`config.mk`:
```
export PLATFORM = sky130hd
export DESIGN_NAME = ordered_list_engine_top
export DESIGN_NICKNAME = d
export VERILOG_FILES = /design/src/design/oleng_pkg.sv /design/src/design/oleng_ram.sv /design/src/design/oleng_dp.sv /design/src/design/oleng_ctrl.sv /design/src/design/ordered_list_engine_top.sv
export VERILOG_INCLUDE_DIRS = /design/src /design/src/design
export SDC_FILE = /design/constraint.sdc
export NUM_CORES = 1
export LEC_CHECK = 0
export BUFFER_PORTS_ARGS = -buffer_cell sky130_fd_sc_hd__buf_2
export CORE_ASPECT_RATIO = 1.4
export CORE_MARGIN = 2
export CORE_UTILIZATION = 50
export CTS_CLUSTER_DIAMETER = 60
export DETAILED_ROUTE_END_ITERATION = 16
export GPL_ROUTABILITY_DRIVEN = 0
export PLACE_DENSITY = 0.7
export SLEW_MARGIN = 40
export SYNTH_ARGS = -nofsm -noshare
export SYNTH_HDL_FRONTEND = slang
export SYNTH_SLANG_ARGS = --single-unit
export TNS_END_PERCENT = 50
```
`constraint.sdc`:
```
create_clock -name clk -period 5.1 [get_ports clk]
set_input_delay 0.765 -clock clk [delete_from_list [all_inputs] [get_ports clk]]
set_output_delay 0.765 -clock clk [all_outputs]
set_load 0.1 [all_outputs]
```
`src/design/ordered_list_engine_top_defines.svh`:
```
// ----------------------------------------------------------------------------
// ordered list engine assertion macros
// shared property wrappers for the controller and datapath checks
// ----------------------------------------------------------------------------
`ifndef ORDERED_LIST_ENGINE_TOP_DEFINES_SVH
`define ORDERED_LIST_ENGINE_TOP_DEFINES_SVH

// plain invariant, checked at every edge outside reset
`define OLE_CHECK(label, expr, msg) \
	label: assert property (@(posedge clk) disable iff (!arst_n) (expr)) else $error(msg);

// same-cycle implication, checked outside reset
`define OLE_IMPLY(label, ante, cons, msg) \
	label: assert property (@(posedge clk) disable iff (!arst_n) (ante) |-> (cons)) \
		else $error(msg);

`endif

```
`src/design/oleng_pkg.sv`:
```
// ----------------------------------------------------------------------------
// oleng_pkg
// field widths, action and status codes, and the controller/datapath bundles
// ----------------------------------------------------------------------------
package oleng_pkg;

	localparam int ACT_W  = 3;
	localparam int VAL_W  = 32;
	localparam int POS_W  = 8;
	localparam int STAT_W = 3;

	// action codes
	localparam logic [ACT_W-1:0] ACT_INS_FRONT = 3'd0;
	localparam logic [ACT_W-1:0] ACT_INS_END   = 3'd1;
	localparam logic [ACT_W-1:0] ACT_INS_POS   = 3'd2;
	localparam logic [ACT_W-1:0] ACT_DEL_FIRST = 3'd3;
	localparam logic [ACT_W-1:0] ACT_DEL_LAST  = 3'd4;
	localparam logic [ACT_W-1:0] ACT_DEL_KEY   = 3'd5;
	localparam logic [ACT_W-1:0] ACT_READ      = 3'd6;

	// status codes
	localparam logic [STAT_W-1:0] ST_OK       = 3'd0;
	localparam logic [STAT_W-1:0] ST_EMPTY    = 3'd1;
	localparam logic [STAT_W-1:0] ST_NOPOS    = 3'd2;
	localparam logic [STAT_W-1:0] ST_NOTFOUND = 3'd3;
	localparam logic [STAT_W-1:0] ST_FULL     = 3'd4;

	typedef logic [2:0] ptr_op_t;
	localparam ptr_op_t PTR_HOLD  = 3'd0;
	localparam ptr_op_t PTR_ZERO  = 3'd1;
	localparam ptr_op_t PTR_COUNT = 3'd2;
	localparam ptr_op_t PTR_INC   = 3'd3;
	localparam ptr_op_t PTR_DEC   = 3'd4;

	typedef logic [1:0] tgt_sel_t;
	localparam tgt_sel_t TGT_FRONT = 2'd0;
	localparam tgt_sel_t TGT_END   = 2'd1;
	localparam tgt_sel_t TGT_POS   = 2'd2;

	typedef logic [1:0] rd_sel_t;
	localparam rd_sel_t RD_PTR    = 2'd0;
	localparam rd_sel_t RD_PTR_M1 = 2'd1;
	localparam rd_sel_t RD_PTR_P1 = 2'd2;

	typedef logic [1:0] cnt_op_t;
	localparam cnt_op_t CNT_HOLD = 2'd0;
	localparam cnt_op_t CNT_INC  = 2'd1;
	localparam cnt_op_t CNT_DEC  = 2'd2;

	localparam logic WR_VALUE = 1'b0;
	localparam logic WR_RDATA = 1'b1;

	// controller to datapath
	typedef struct packed {
		logic              take;
		ptr_op_t           ptr_op;
		tgt_sel_t          tgt_sel;
		logic              mem_rd;
		rd_sel_t           rd_sel;
		logic              mem_wr;
		logic              wr_sel;
		cnt_op_t           cnt_op;
		logic              out_load;
		logic              out_elem;
		logic [STAT_W-1:0] out_status;
		logic              out_last;
	} cmd_t;

	// datapath to controller
	typedef struct packed {
		logic cnt_zero;
		logic cnt_full;
		logic pos_bad;
		logic ptr_gt_tgt;
		logic ptr_p1_lt_cnt;
		logic ptr_lt_cnt;
		logic ptr_p1_eq_cnt;
		logic key_hit;
		logic out_free;
	} sts_t;

endpackage

```
`src/design/oleng_ram.sv`:
```
// ----------------------------------------------------------------------------
// oleng_ram
// simple dual-port ram, one write and one registered read per cycle
// ----------------------------------------------------------------------------
module oleng_ram #(
	parameter int WIDTH = 32,
	parameter int DEPTH = 16
) (
	input  logic                     clk,
	input  logic                     we,
	input  logic [$clog2(DEPTH)-1:0] waddr,
	input  logic [WIDTH-1:0]         wdata,
	input  logic                     re,
	input  logic [$clog2(DEPTH)-1:0] raddr,
	output logic [WIDTH-1:0]         rdata
);

	logic [WIDTH-1:0] mem_q [DEPTH];
	logic [WIDTH-1:0] rdata_q;

	always_ff @(posedge clk) begin
		if (we) begin
			mem_q[waddr] <= wdata;
		end
		if (re) begin
			rdata_q <= mem_q[raddr];
		end
	end

	assign rdata = rdata_q;

endmodule

```
`src/design/oleng_dp.sv`:
```
// ----------------------------------------------------------------------------
// oleng_dp
// list storage, element count, walk pointer and the result register
// ----------------------------------------------------------------------------
`include "ordered_list_engine_top_defines.svh"

module oleng_dp #(
	parameter int CAPACITY = 16
) (
	input  logic                             clk,
	input  logic                             arst_n,
	input  oleng_pkg::cmd_t                  cmd,
	output oleng_pkg::sts_t                  sts,
	input  logic [oleng_pkg::VAL_W-1:0]      in_value,
	input  logic [oleng_pkg::POS_W-1:0]      in_position,
	output logic                             out_valid,
	input  logic                             out_ready,
	output logic [oleng_pkg::STAT_W-1:0]     out_status,
	output logic [oleng_pkg::VAL_W-1:0]      out_element,
	output logic                             out_last
);

	localparam int AW = $clog2(CAPACITY);
	localparam int CW = $clog2(CAPACITY + 1);
	localparam int PW = oleng_pkg::POS_W + 1;

	logic [CW-1:0]                   count_q;
	logic [CW-1:0]                   ptr_q;
	logic [CW-1:0]                   tgt_q;
	logic [oleng_pkg::VAL_W-1:0]     value_q;
	logic [oleng_pkg::POS_W-1:0]     pos_q;
	logic                            out_valid_q;
	logic [oleng_pkg::STAT_W-1:0]    out_status_q;
	logic [oleng_pkg::VAL_W-1:0]     out_element_q;
	logic                            out_last_q;

	logic [CW-1:0]                   ptr_p1;
	logic [CW-1:0]                   ptr_m1;
	logic [CW-1:0]                   rd_ptr;
	logic [CW-1:0]                   tgt_d;
	logic [PW-1:0]                   cnt_p1;
	logic [oleng_pkg::VAL_W-1:0]     rd_data;
	logic [oleng_pkg::VAL_W-1:0]     wr_data;

	assign ptr_p1 = ptr_q + CW'(1);
	assign ptr_m1 = ptr_q - CW'(1);
	assign cnt_p1 = PW'(count_q) + PW'(1);

	always_comb begin
		unique case (cmd.rd_sel)
			oleng_pkg::RD_PTR_M1: rd_ptr = ptr_m1;
			oleng_pkg::RD_PTR_P1: rd_ptr = ptr_p1;
			default:              rd_ptr = ptr_q;
		endcase
	end

	always_comb begin
		unique case (cmd.tgt_sel)
			oleng_pkg::TGT_END: tgt_d = count_q;
			oleng_pkg::TGT_POS: tgt_d = CW'(pos_q - oleng_pkg::POS_W'(1));
			default:            tgt_d = '0;
		endcase
	end

	assign wr_data = (cmd.wr_sel == oleng_pkg::WR_RDATA) ? rd_data : value_q;

	oleng_ram #(
		.WIDTH(oleng_pkg::VAL_W),
		.DEPTH(CAPACITY)
	) u_ram (
		.clk  (clk),
		.we   (cmd.mem_wr),
		.waddr(ptr_q[AW-1:0]),
		.wdata(wr_data),
		.re   (cmd.mem_rd),
		.raddr(rd_ptr[AW-1:0]),
		.rdata(rd_data)
	);

	// count, pointer, target and result valid
	always_ff @(posedge clk or negedge arst_n) begin
		if (!arst_n) begin
			count_q     <= '0;
			ptr_q       <= '0;
			tgt_q       <= '0;
			out_valid_q <= 1'b0;
		end else begin
			unique case (cmd.cnt_op)
				oleng_pkg::CNT_INC: count_q <= count_q + CW'(1);
				oleng_pkg::CNT_DEC: count_q <= count_q - CW'(1);
				default:            count_q <= count_q;
			endcase
			unique case (cmd.ptr_op)
				oleng_pkg::PTR_ZERO:  ptr_q <= '0;
				oleng_pkg::PTR_COUNT: ptr_q <= count_q;
				oleng_pkg::PTR_INC:   ptr_q <= ptr_p1;
				oleng_pkg::PTR_DEC:   ptr_q <= ptr_m1;
				default:              ptr_q <= ptr_q;
			endcase
			if (cmd.ptr_op == oleng_pkg::PTR_COUNT) begin
				tgt_q <= tgt_d;
			end
			if (cmd.out_load) begin
				out_valid_q <= 1'b1;
			end else if (out_ready) begin
				out_valid_q <= 1'b0;
			end
		end
	end

	// payload registers
	always_ff @(posedge clk) begin
		if (cmd.take) begin
			value_q <= in_value;
			pos_q   <= in_position;
		end
		if (cmd.out_load) begin
			out_status_q  <= cmd.out_status;
			out_element_q <= cmd.out_elem ? rd_data : '0;
			out_last_q    <= cmd.out_last;
		end
	end

	always_comb begin
		sts.cnt_zero      = (count_q == '0);
		sts.cnt_full      = (count_q == CW'(CAPACITY));
		sts.pos_bad       = (pos_q == '0) || (PW'(pos_q) > cnt_p1);
		sts.ptr_gt_tgt    = (ptr_q > tgt_q);
		sts.ptr_p1_lt_cnt = (ptr_p1 < count_q);
		sts.ptr_lt_cnt    = (ptr_q < count_q);
		sts.ptr_p1_eq_cnt = (ptr_p1 == count_q);
		sts.key_hit       = (rd_data == value_q);
		sts.out_free      = !out_valid_q || out_ready;
	end

	assign out_valid   = out_valid_q;
	assign out_status  = out_status_q;
	assign out_element = out_element_q;
	assign out_last    = out_last_q;

	`OLE_CHECK(a_cnt_cap, count_q <= CW'(CAPACITY), "element count above capacity")
	`OLE_IMPLY(a_wr_in_list, cmd.mem_wr, ptr_q <= count_q, "write beyond list end")

endmodule

```
`src/design/oleng_ctrl.sv`:
```
// ----------------------------------------------------------------------------
// oleng_ctrl
// sequencer that steps each action through shifts, scans and result emits
// ----------------------------------------------------------------------------
`include "ordered_list_engine_top_defines.svh"

module oleng_ctrl (
	input  logic                          clk,
	input  logic                          arst_n,
	input  logic                          in_valid,
	output logic                          in_ready,
	input  logic [oleng_pkg::ACT_W-1:0]   in_action,
	input  oleng_pkg::sts_t               sts,
	output oleng_pkg::cmd_t               cmd
);

	localparam logic [3:0] S_IDLE     = 4'd0;
	localparam logic [3:0] S_DECODE   = 4'd1;
	localparam logic [3:0] S_INS_RD   = 4'd2;
	localparam logic [3:0] S_INS_WR   = 4'd3;
	localparam logic [3:0] S_DEL_RD   = 4'd4;
	localparam logic [3:0] S_DEL_WR   = 4'd5;
	localparam logic [3:0] S_SCAN_RD  = 4'd6;
	localparam logic [3:0] S_SCAN_CMP = 4'd7;
	localparam logic [3:0] S_OUT_RD   = 4'd8;
	localparam logic [3:0] S_OUT_EMIT = 4'd9;
	localparam logic [3:0] S_EMIT     = 4'd10;

	logic [3:0]                       state_q, state_d;
	logic [oleng_pkg::ACT_W-1:0]      act_q;
	logic [oleng_pkg::STAT_W-1:0]     st_q, st_d;

	always_ff @(posedge clk or negedge arst_n) begin
		if (!arst_n) begin
			state_q <= S_IDLE;
			act_q   <= oleng_pkg::ACT_INS_FRONT;
			st_q    <= oleng_pkg::ST_OK;
		end else begin
			state_q <= state_d;
			st_q    <= st_d;
			if (cmd.take) begin
				act_q <= in_action;
			end
		end
	end

	assign in_ready = (state_q == S_IDLE);

	always_comb begin
		state_d        = state_q;
		st_d           = st_q;
		cmd            = '0;
		cmd.ptr_op     = oleng_pkg::PTR_HOLD;
		cmd.cnt_op     = oleng_pkg::CNT_HOLD;
		cmd.out_status = oleng_pkg::ST_OK;
		unique case (state_q)
			S_IDLE: begin
				if (in_valid) begin
					cmd.take = 1'b1;
					state_d  = S_DECODE;
				end
			end
			S_DECODE: begin
				unique case (act_q) inside
					oleng_pkg::ACT_INS_FRONT, oleng_pkg::ACT_INS_END,
					oleng_pkg::ACT_INS_POS: begin
						if (sts.cnt_full) begin
							st_d    = oleng_pkg::ST_FULL;
							state_d = S_EMIT;
						end else if (act_q == oleng_pkg::ACT_INS_POS && sts.pos_bad) begin
							st_d    = oleng_pkg::ST_NOPOS;
							state_d = S_EMIT;
						end else begin
							cmd.ptr_op = oleng_pkg::PTR_COUNT;
							if (act_q == oleng_pkg::ACT_INS_FRONT) begin
								cmd.tgt_sel = oleng_pkg::TGT_FRONT;
							end else if (act_q == oleng_pkg::ACT_INS_END) begin
								cmd.tgt_sel = oleng_pkg::TGT_END;
							end else begin
								cmd.tgt_sel = oleng_pkg::TGT_POS;
							end
							state_d = S_INS_RD;
						end
					end
					oleng_pkg::ACT_DEL_FIRST: begin
						if (sts.cnt_zero) begin
							st_d    = oleng_pkg::ST_EMPTY;
							state_d = S_EMIT;
						end else begin
							cmd.ptr_op = oleng_pkg::PTR_ZERO;
							state_d    = S_DEL_RD;
						end
					end
					oleng_pkg::ACT_DEL_LAST: begin
						if (sts.cnt_zero) begin
							st_d = oleng_pkg::ST_EMPTY;
						end else begin
							st_d       = oleng_pkg::ST_OK;
							cmd.cnt_op = oleng_pkg::CNT_DEC;
						end
						state_d = S_EMIT;
					end
					oleng_pkg::ACT_DEL_KEY: begin
						cmd.ptr_op = oleng_pkg::PTR_ZERO;
						state_d    = S_SCAN_RD;
					end
					oleng_pkg::ACT_READ: begin
						if (sts.cnt_zero) begin
							st_d    = oleng_pkg::ST_EMPTY;
							state_d = S_EMIT;
						end else begin
							cmd.ptr_op = oleng_pkg::PTR_ZERO;
							state_d    = S_OUT_RD;
						end
					end
					default: begin
						state_d = S_IDLE;
					end
				endcase
			end
			S_INS_RD: begin
				if (sts.ptr_gt_tgt) begin
					cmd.mem_rd = 1'b1;
					cmd.rd_sel = oleng_pkg::RD_PTR_M1;
					state_d    = S_INS_WR;
				end else begin
					// pointer now sits on the insert slot
					cmd.mem_wr = 1'b1;
					cmd.wr_sel = oleng_pkg::WR_VALUE;
					cmd.cnt_op = oleng_pkg::CNT_INC;
					st_d       = oleng_pkg::ST_OK;
					state_d    = S_EMIT;
				end
			end
			S_INS_WR: begin
				cmd.mem_wr = 1'b1;
				cmd.wr_sel = oleng_pkg::WR_RDATA;
				cmd.ptr_op = oleng_pkg::PTR_DEC;
				state_d    = S_INS_RD;
			end
			S_DEL_RD: begin
				if (sts.ptr_p1_lt_cnt) begin
					cmd.mem_rd = 1'b1;
					cmd.rd_sel = oleng_pkg::RD_PTR_P1;
					state_d    = S_DEL_WR;
				end else begin
					cmd.cnt_op = oleng_pkg::CNT_DEC;
					st_d       = oleng_pkg::ST_OK;
					state_d    = S_EMIT;
				end
			end
			S_DEL_WR: begin
				cmd.mem_wr = 1'b1;
				cmd.wr_sel = oleng_pkg::WR_RDATA;
				cmd.ptr_op = oleng_pkg::PTR_INC;
				state_d    = S_DEL_RD;
			end
			S_SCAN_RD: begin
				if (sts.ptr_lt_cnt) begin
					cmd.mem_rd = 1'b1;
					cmd.rd_sel = oleng_pkg::RD_PTR;
					state_d    = S_SCAN_CMP;
				end else begin
					st_d    = oleng_pkg::ST_NOTFOUND;
					state_d = S_EMIT;
				end
			end
			S_SCAN_CMP: begin
				if (sts.key_hit) begin
					state_d = S_DEL_RD;
				end else begin
					cmd.ptr_op = oleng_pkg::PTR_INC;
					state_d    = S_SCAN_RD;
				end
			end
			S_OUT_RD: begin
				cmd.mem_rd = 1'b1;
				cmd.rd_sel = oleng_pkg::RD_PTR;
				state_d    = S_OUT_EMIT;
			end
			S_OUT_EMIT: begin
				if (sts.out_free) begin
					cmd.out_load   = 1'b1;
					cmd.out_elem   = 1'b1;
					cmd.out_status = oleng_pkg::ST_OK;
					cmd.out_last   = sts.ptr_p1_eq_cnt;
					cmd.ptr_op     = oleng_pkg::PTR_INC;
					state_d        = sts.ptr_p1_eq_cnt ? S_IDLE : S_OUT_RD;
				end
			end
			S_EMIT: begin
				if (sts.out_free) begin
					cmd.out_load   = 1'b1;
					cmd.out_status = st_q;
					cmd.out_last   = 1'b1;
					state_d        = S_IDLE;
				end
			end
			default: begin
				state_d = S_IDLE;
			end
		endcase
	end

	`OLE_IMPLY(a_load_when_free, cmd.out_load, sts.out_free, "result load over a pending word")
	`OLE_CHECK(a_rd_wr_excl, !(cmd.mem_rd && cmd.mem_wr), "ram read and write in one cycle")
	`OLE_IMPLY(a_no_grow_full, cmd.cnt_op == oleng_pkg::CNT_INC, !sts.cnt_full, "insert into full list")

endmodule

```
`src/design/ordered_list_engine_top.sv`:
```
// ----------------------------------------------------------------------------
// ordered_list_engine_top
// ordered list of signed 32-bit values with insert, delete and readout
//
//   channel   | direction | tdata                          | tuser        | tlast
//   ----------+-----------+--------------------------------+--------------+------------
//   s_axis    | in        | [31:0] value, [39:32] position | [2:0] action | none
//   m_axis    | out       | [31:0] element                 | [2:0] status | last of run
//
// insert shifts each element past the slot one place toward the end, then
// writes the value; delete key scans for the key, and it and delete first
// then shift each later element one place toward the front; delete last,
// rejected actions and an empty readout emit one status word; readout emits
// one word per element; the unused code emits nothing. the single ram port
// pair (one read, one write) sets the shift and scan rate.
// reset clears the element count, the sequencer and the result valid flag;
// stored elements need no clearing since only the first count are read.
// a stalled result word holds the sequencer only when it has a new word to
// load; one pending word waits in the result register.
// ----------------------------------------------------------------------------
module ordered_list_engine_top #(
	parameter int CAPACITY = 16
) (
	input  logic        clk,
	input  logic        arst_n,

	// input words
	input  logic        s_axis_tvalid,
	output logic        s_axis_tready,
	input  logic [39:0] s_axis_tdata,   // [31:0] value, [39:32] position
	input  logic [2:0]  s_axis_tuser,   // [2:0] action

	// result words
	output logic        m_axis_tvalid,
	input  logic        m_axis_tready,
	output logic [31:0] m_axis_tdata,   // [31:0] element
	output logic [2:0]  m_axis_tuser,   // [2:0] status
	output logic        m_axis_tlast    // last result word of an action
);

	oleng_pkg::cmd_t cmd;
	oleng_pkg::sts_t sts;

	// sequencer: one action at a time, ready only when idle
	oleng_ctrl u_ctrl (
		.clk      (clk),
		.arst_n   (arst_n),
		.in_valid (s_axis_tvalid),
		.in_ready (s_axis_tready),
		.in_action(s_axis_tuser),
		.sts      (sts),
		.cmd      (cmd)
	);

	// storage, walk pointer and result register
	oleng_dp #(
		.CAPACITY(CAPACITY)
	) u_dp (
		.clk        (clk),
		.arst_n     (arst_n),
		.cmd        (cmd),
		.sts        (sts),
		.in_value   (s_axis_tdata[31:0]),
		.in_position(s_axis_tdata[39:32]),
		.out_valid  (m_axis_tvalid),
		.out_ready  (m_axis_tready),
		.out_status (m_axis_tuser),
		.out_element(m_axis_tdata),
		.out_last   (m_axis_tlast)
	);

endmodule
```
-- Word level (Yosys, flattened, before mapping)
Memories as Yosys holds them, arrays and structs flattened. A register that Yosys moved wholly into a read port is not among the register bits.
Index checks and enable logic that the tools add are counted.
- bits in registers: 102
- bits in writable memories: 512
- bits of input ports: 47
- output and inout port bits: 38
- memories kept: 1
- add/subtract/negate cells: 6
- order comparisons: 4
- equal/unequal tests: 38
- multiplexer cells: 61
- reduce and logical (&&, ||, !) cells: 17
- memory list (memory ; words ; bits a word ; read ports ; clocked after memory_dff ; write ports ; line ; source):
    u_dp.u_ram.mem_q ; 16 ; 32 ; 1 ; 1 ; 1 ; oleng_ram.sv:18 ; logic [WIDTH-1:0] mem_q [DEPTH];
- operators by type and width (operator ; count):
    2-to-1 mux 4 bit ; 13
    one-hot mux 4 bit (11 select lines) ; 1
    == test 32 bit ; 1
    2-to-1 mux 32 bit ; 1
    2-to-1 mux 3 bit ; 9
    one-hot mux 3 bit (4 select lines) ; 2
    2-to-1 mux 2 bit ; 11
    one-hot mux 4 bit (5 select lines) ; 1
    one-hot mux 5 bit (2 select lines) ; 2
    one-hot mux 5 bit (4 select lines) ; 1
    one-hot mux 3 bit (3 select lines) ; 2
    == test 4 x 3 -> 1 bit (second input constant) ; 4
    one-hot mux 4 bit (2 select lines) ; 2
    one-hot mux 3 bit (5 select lines) ; 1
    subtractor 5 x 1 -> 5 bit (second input constant) ; 3
    == test 3 x 2 -> 1 bit (second input constant) ; 4
    == test 3 bit (second input constant) ; 4
    == test 4 bit (second input constant) ; 3
    != test 2 bit (second input constant) ; 6
    adder 5 x 1 -> 5 bit (second input constant) ; 2
    < comparator 5 bit ; 2
    2-to-1 mux 1 bit ; 10
    == test 4 x 2 -> 1 bit (second input constant) ; 2
    greater-than comparator 8 x 6 -> 1 bit ; 1
    28 further kinds ; 38

-- Depth between registers and ports, before layout
- depth in word-level cells: 10
- mapped depth: 19
- mapped depth without buffers: 18

-- Hierarchy
From an unflattened synthesis, not the netlist that was laid out.
- cell total of the unflattened synthesis: 1388
- area total of the unflattened synthesis: 26211.4 µm²
- modules (own cells, without submodules) (module ; instances ; cells each ; area each (µm²)):
    oleng_ram ; 1 ; 838 ; 20155.6
    oleng_dp ; 1 ; 422 ; 5109.9
    oleng_ctrl ; 1 ; 128 ; 945.9

-- Worst setup path after synthesis
No wires, ideal clock.
- path kind: register -> register
- start: reg u_ctrl.state_q[1]
- end: reg u_dp.pos_q[0] (netlist bit), enable pin
- arrival time: 5027 ps
- required time: 4704 ps
- slack: -323 ps
- cell stages (with the launch flop): 5
- buffers on the path: 1
- period minus slack after synthesis: 5423 ps
- path through: dfrtp_1 > clkbuf_1 > nor4_1 > nand2_1 > inv_1
- RTL lines (element ; line ; source):
    from (decl) ; oleng_ctrl.sv:29 ; logic [3:0] state_q, state_d;
    from (signal assigned) ; oleng_ctrl.sv:39 ; state_q <= state_d;
    to (signal assigned) ; oleng_dp.sv:115 ; pos_q <= in_position;
    to (decl) ; oleng_dp.sv:31 ; logic [oleng_pkg::POS_W-1:0] pos_q;

-- Worst setup path after layout
- start: reg u_dp.ptr_q[0]
- end: reg u_dp.u_ram.rdata_q[15], in the netlist u_dp.u_ram.rdata[15] (read register of u_dp.u_ram.mem_q), data pin
- longest elaborated chain between the ends: 6
- ends and longest elaborated chain (element ; line ; source):
    from (decl) ; oleng_dp.sv:28 ; logic [CW-1:0] ptr_q;
    from (signal assigned) ; oleng_dp.sv:95 ; oleng_pkg::PTR_COUNT: ptr_q <= count_q;
    from (signal assigned) ; oleng_dp.sv:96 ; oleng_pkg::PTR_INC: ptr_q <= ptr_p1;
    from (signal assigned) ; oleng_dp.sv:97 ; oleng_pkg::PTR_DEC: ptr_q <= ptr_m1;
    adder 5 x 1 -> 5 bit ; oleng_dp.sv:45 ; assign ptr_p1 = ptr_q + CW'(1);
    < comparator 5 bit ; oleng_dp.sv:129 ; sts.ptr_p1_lt_cnt = (ptr_p1 < count_q);
    2-to-1 mux 3 bit ; oleng_ctrl.sv:142 ; if (sts.ptr_p1_lt_cnt) begin
    one-hot mux 3 bit (4 select lines) ; oleng_ctrl.sv:56 ; unique case (state_q)
    == test 2 bit or == test 2 x 1 -> 1 bit (tied branches) ; oleng_dp.sv:50 ; unique case (cmd.rd_sel)
    one-hot mux 4 bit (2 select lines) ; oleng_dp.sv:50 ;
    to (decl) ; oleng_ram.sv:19 ; logic [WIDTH-1:0] rdata_q;
Parallel ways exist; a longest one is shown, timed or not.
A chain may end at the register's enable or synchronous reset.

==> flow_summary.yaml <==
floorplanning:
  die-area_mm2: 0.0548
  rows: 99
  die_x_um: 198
  start_util_pct: 50.7
  core_area_mm2: 0.0521
  ios: 85
  fp.dieH_um: 276
worst_setup_path:
  criticalPathCategory: "register to register"
  crit_required_ps: 5450
  crit_fanout: 33
  r2r-start: "u_dp.ptr_q[0]$_DFFE_PN0P_"
  r2r-end: "u_dp.u_ram.rdata[15]$_DFFE_PP_"
  cp-start-kind: "register"
  reg2reg_depth: 17
  reg2reg_slack_ps: 390
  worstPathArrival_ps: 5060
  crit_path_end_kind: "register"
power:
  leakagePower_nw: 9.79
  power_frac_comb_pct: 35.8
  power.density_mw_per_mm2: 630
  vdd_drop_max_mv: 0.395
  p_sw_share_pct: 34.2
  p_sw_mw: 6.47
  clockPowerShare_pct: 23.7
  p_seq_share_pct: 40.5
  p_int_mw: 12.4
synth:
  ys_seq_elements: 646
  synth_top_area_cell: "edfxtp_1"
  ys_seq_area_share_pct: 72.9
  syn-num-nets: 1466
  synth_edf_count: 620
  synth_cell_types: 60
  syn_inst: 1381
  dominantRegCellSynth: "edfxtp_1"
  synth.area.top_cells: "edfxtp_1, mux4_2, dfrtp_1, ha_1, xnor2_1"
  yosys_warnings: 0
  yosysTopAreaCellShare_pct: 70.4
  async_reset_ff_share_pct: 4.02
  synthesis.area_mm2: 0.0264
  syn_avg_cell_area_um2: 19.2
route:
  drtIter0Drc: 1362
  wl_per_cell_um: 26.7
  num_vias: 13500
  dr.pass1.iters: 7
  ant_nets: 0
  vias_per_cell: 5.99
  drt-total-wl_mm: 60.4
  drc: 0
timing:
  clock.fmax_mhz: 212
  fin_crit_ps: 4710
  fin_setup_tns_ps: 0
  min_period_over_period_pct: 92.4
  clock_skew_ps: 22.4
  tightest_slew_ps: 821
  hold_viol_final: 0
  fin_ws_ps: 389
  drv_slew: 0
  final-setup-viol-count: 0
  relSlewSlack_pct: 45.0
  rsz0062_at_grt: "no"
place:
  dp.cells: 2153
  dp_slack_ps: 401
  dpl.hpwl_mm: 33.8
  numPortBuffers: 84
  placed_cell_area_mm2: 0.0281
cts:
  cts-htree-levels: 2
  cts_resized: 0
  cts_hold_buf: 0
  clk_pin_slew_ps: 70
  clock_sinks: 646
  cts_root_buf: "clkbuf_16"
  cts_tree: "done"
  clock_latency_ps: 640
  clk_path_buf_depth: 3
  cts_buffers: 60
  post-cts-setup-buffers: 0
global_routing:
  grt_pass1_vias: 13800
  track_usage_pct: 22.6
  grt_pass1_wl_mm: 89.6
  grt_max_degree: 58
  gr-total-overflow: 0
  grt_antenna_before_repair: 0
layout:
  final_core_util_pct: 57.6
  layout_commonest_cell: "edfxtp_1"
  fill_cells: 3844
  final_cell_mix: "edfxtp_1, mux4_2, buf_2"
  stdcell_area_mm2: 0.0300
  fin_cells: 2258
  drive_gt1_share_pct: 26.4
  nets: 1593
  regArea_mm2: 0.0193
  diodes: 0
  syn_to_final_growth_pct: 13.5
  multi_input_area_mm2: 0.00687
flow_run:
  maxCapViolations: 0
min_path:
  hold_path.class: "input port to asynchronous set/reset pin"
outcome:
  status: "finished clean"
==> state kept, by name, indices dropped and copies added, names as in the netlist <==
signal,cells
u_dp.u_ram.mem_q,512
u_dp.out_element,32
u_dp.u_ram.rdata,32
u_dp.value_q,32
u_dp.pos_q,8
u_dp.count_q,5
u_dp.ptr_q,5
u_dp.tgt_q,5
u_ctrl.state_q,4
u_ctrl.act_q,3
u_ctrl.st_q,3
u_dp.out_status,3
u_dp.out_last,1
u_dp.out_valid,1
==> worst max-delay path by stage <==
stage,slack [ps],cells after the start,end,from
CTS,380,17,u_dp.u_ram.rdata[15]$_DFFE_PP_,u_dp.ptr_q[0]$_DFFE_PN0P_
global placement,430,17,u_dp.u_ram.rdata[8]$_DFFE_PP_,u_dp.ptr_q[0]$_DFFE_PN0P_
floorplan,640,9,u_dp.u_ram.mem_q[3][0]$_DFFE_PP_,u_dp.ptr_q[0]$_DFFE_PN0P_
finish,390,17,u_dp.u_ram.rdata[15]$_DFFE_PP_,u_dp.ptr_q[0]$_DFFE_PN0P_
detailed placement,400,17,u_dp.u_ram.rdata[15]$_DFFE_PP_,u_dp.ptr_q[0]$_DFFE_PN0P_
global route,20,17,u_dp.u_ram.rdata[30]$_DFFE_PP_,u_dp.ptr_q[0]$_DFFE_PN0P_
==> Yosys cell counts, types with 9 or more instances <==
| cell type | n |
|---|---|
| nand3_1 | 9 |
| nand4_1 | 11 |
| mux2_2 | 34 |
| clkbuf_1 | 22 |
| nand2_1 | 39 |
| nor3_1 | 11 |
| buf_2 | 26 |
| mux4_2 | 128 |
| o21ai_0 | 17 |
| edfxtp_1 | 620 |
| mux2i_1 | 35 |
| nor2_1 | 30 |
| a21oi_1 | 48 |
| nor2b_1 | 40 |
| inv_1 | 31 |
| buf_6 | 14 |
| a211oi_1 | 36 |
| and2_1 | 35 |
| dfrtp_1 | 26 |
| ha_1 | 37 |
| xnor2_1 | 44 |
==> kinds of logic after synthesis <==
kind of cell,after synthesis,share of synthesized area (%)
compound gates,145,3.64
fa+ha+maj,39,1.87
buf+inv,96,1.93
simple gates,205,4.26
flops,646,72.9
mux,200,13.8
xor+xnor,50,1.66
==> power by group through the flow <==
stage	sequential [mW]	clock [mW]	combinational, mW
global route	7.72	4.75	7.32
detailed placement	7.75	0	6.82
floorplan	7.99	0	4.63
finish	7.65	4.48	6.77
CTS	7.65	4.56	6.85
global placement	7.72	0	6.68
==> metrics by stage <==
| step | hold WS (ps) | total power, mW |
|---|---|---|
| 2_1_floorplan | 449 | 12.6 |
| 3_3_place_gp | 468 | 14.4 |
| 3_5_place_dp | 471 | 14.6 |
| 4_1_cts | 142 | 19.1 |
| 5_1_grt | 179 | 19.8 |
| 6_report | 148 | 18.9 |
==> worst max-delay path: stages, from the launching register on <==
cell and delay, ps:
dfrtp_1 550, inv_1 220, ha_1 420, ha_1 330
nor2b_1 140, o21ai_0 130, nand2_1 110, nor4_2 180
inv_1 80, ha_1 550, nor3_2 110, a21oi_4 150
buf_12 170, buf_12 270, mux4_2 530, nor2b_1 140
a211oi_1 250, a21oi_1 70
==> layout make-up <==
type / count / area share [%]
multi-input combinational: 639 / 22.9
clock buffer: 68 / 5.10
tap: 707 / 2.95
inverter: 31 / 0.388
sequential: 646 / 64.2
clock inverter: 37 / 1.38
timing repair buffer: 130 / 3.10
==> metal layers <==
layer | vias to the layer above | GRT usage [%] | part of all wire, %
li1 | 5808 | - | -
met1 | 7071 | 30.4 | 40
met2 | 542 | 37.7 | 50
met3 | 112 | 3.01 | 6.4
met4 | 0 | 8.41 | 3.5
met5 | - | 0 | 0
Note: power is estimated with default switching activity, not from simulation.
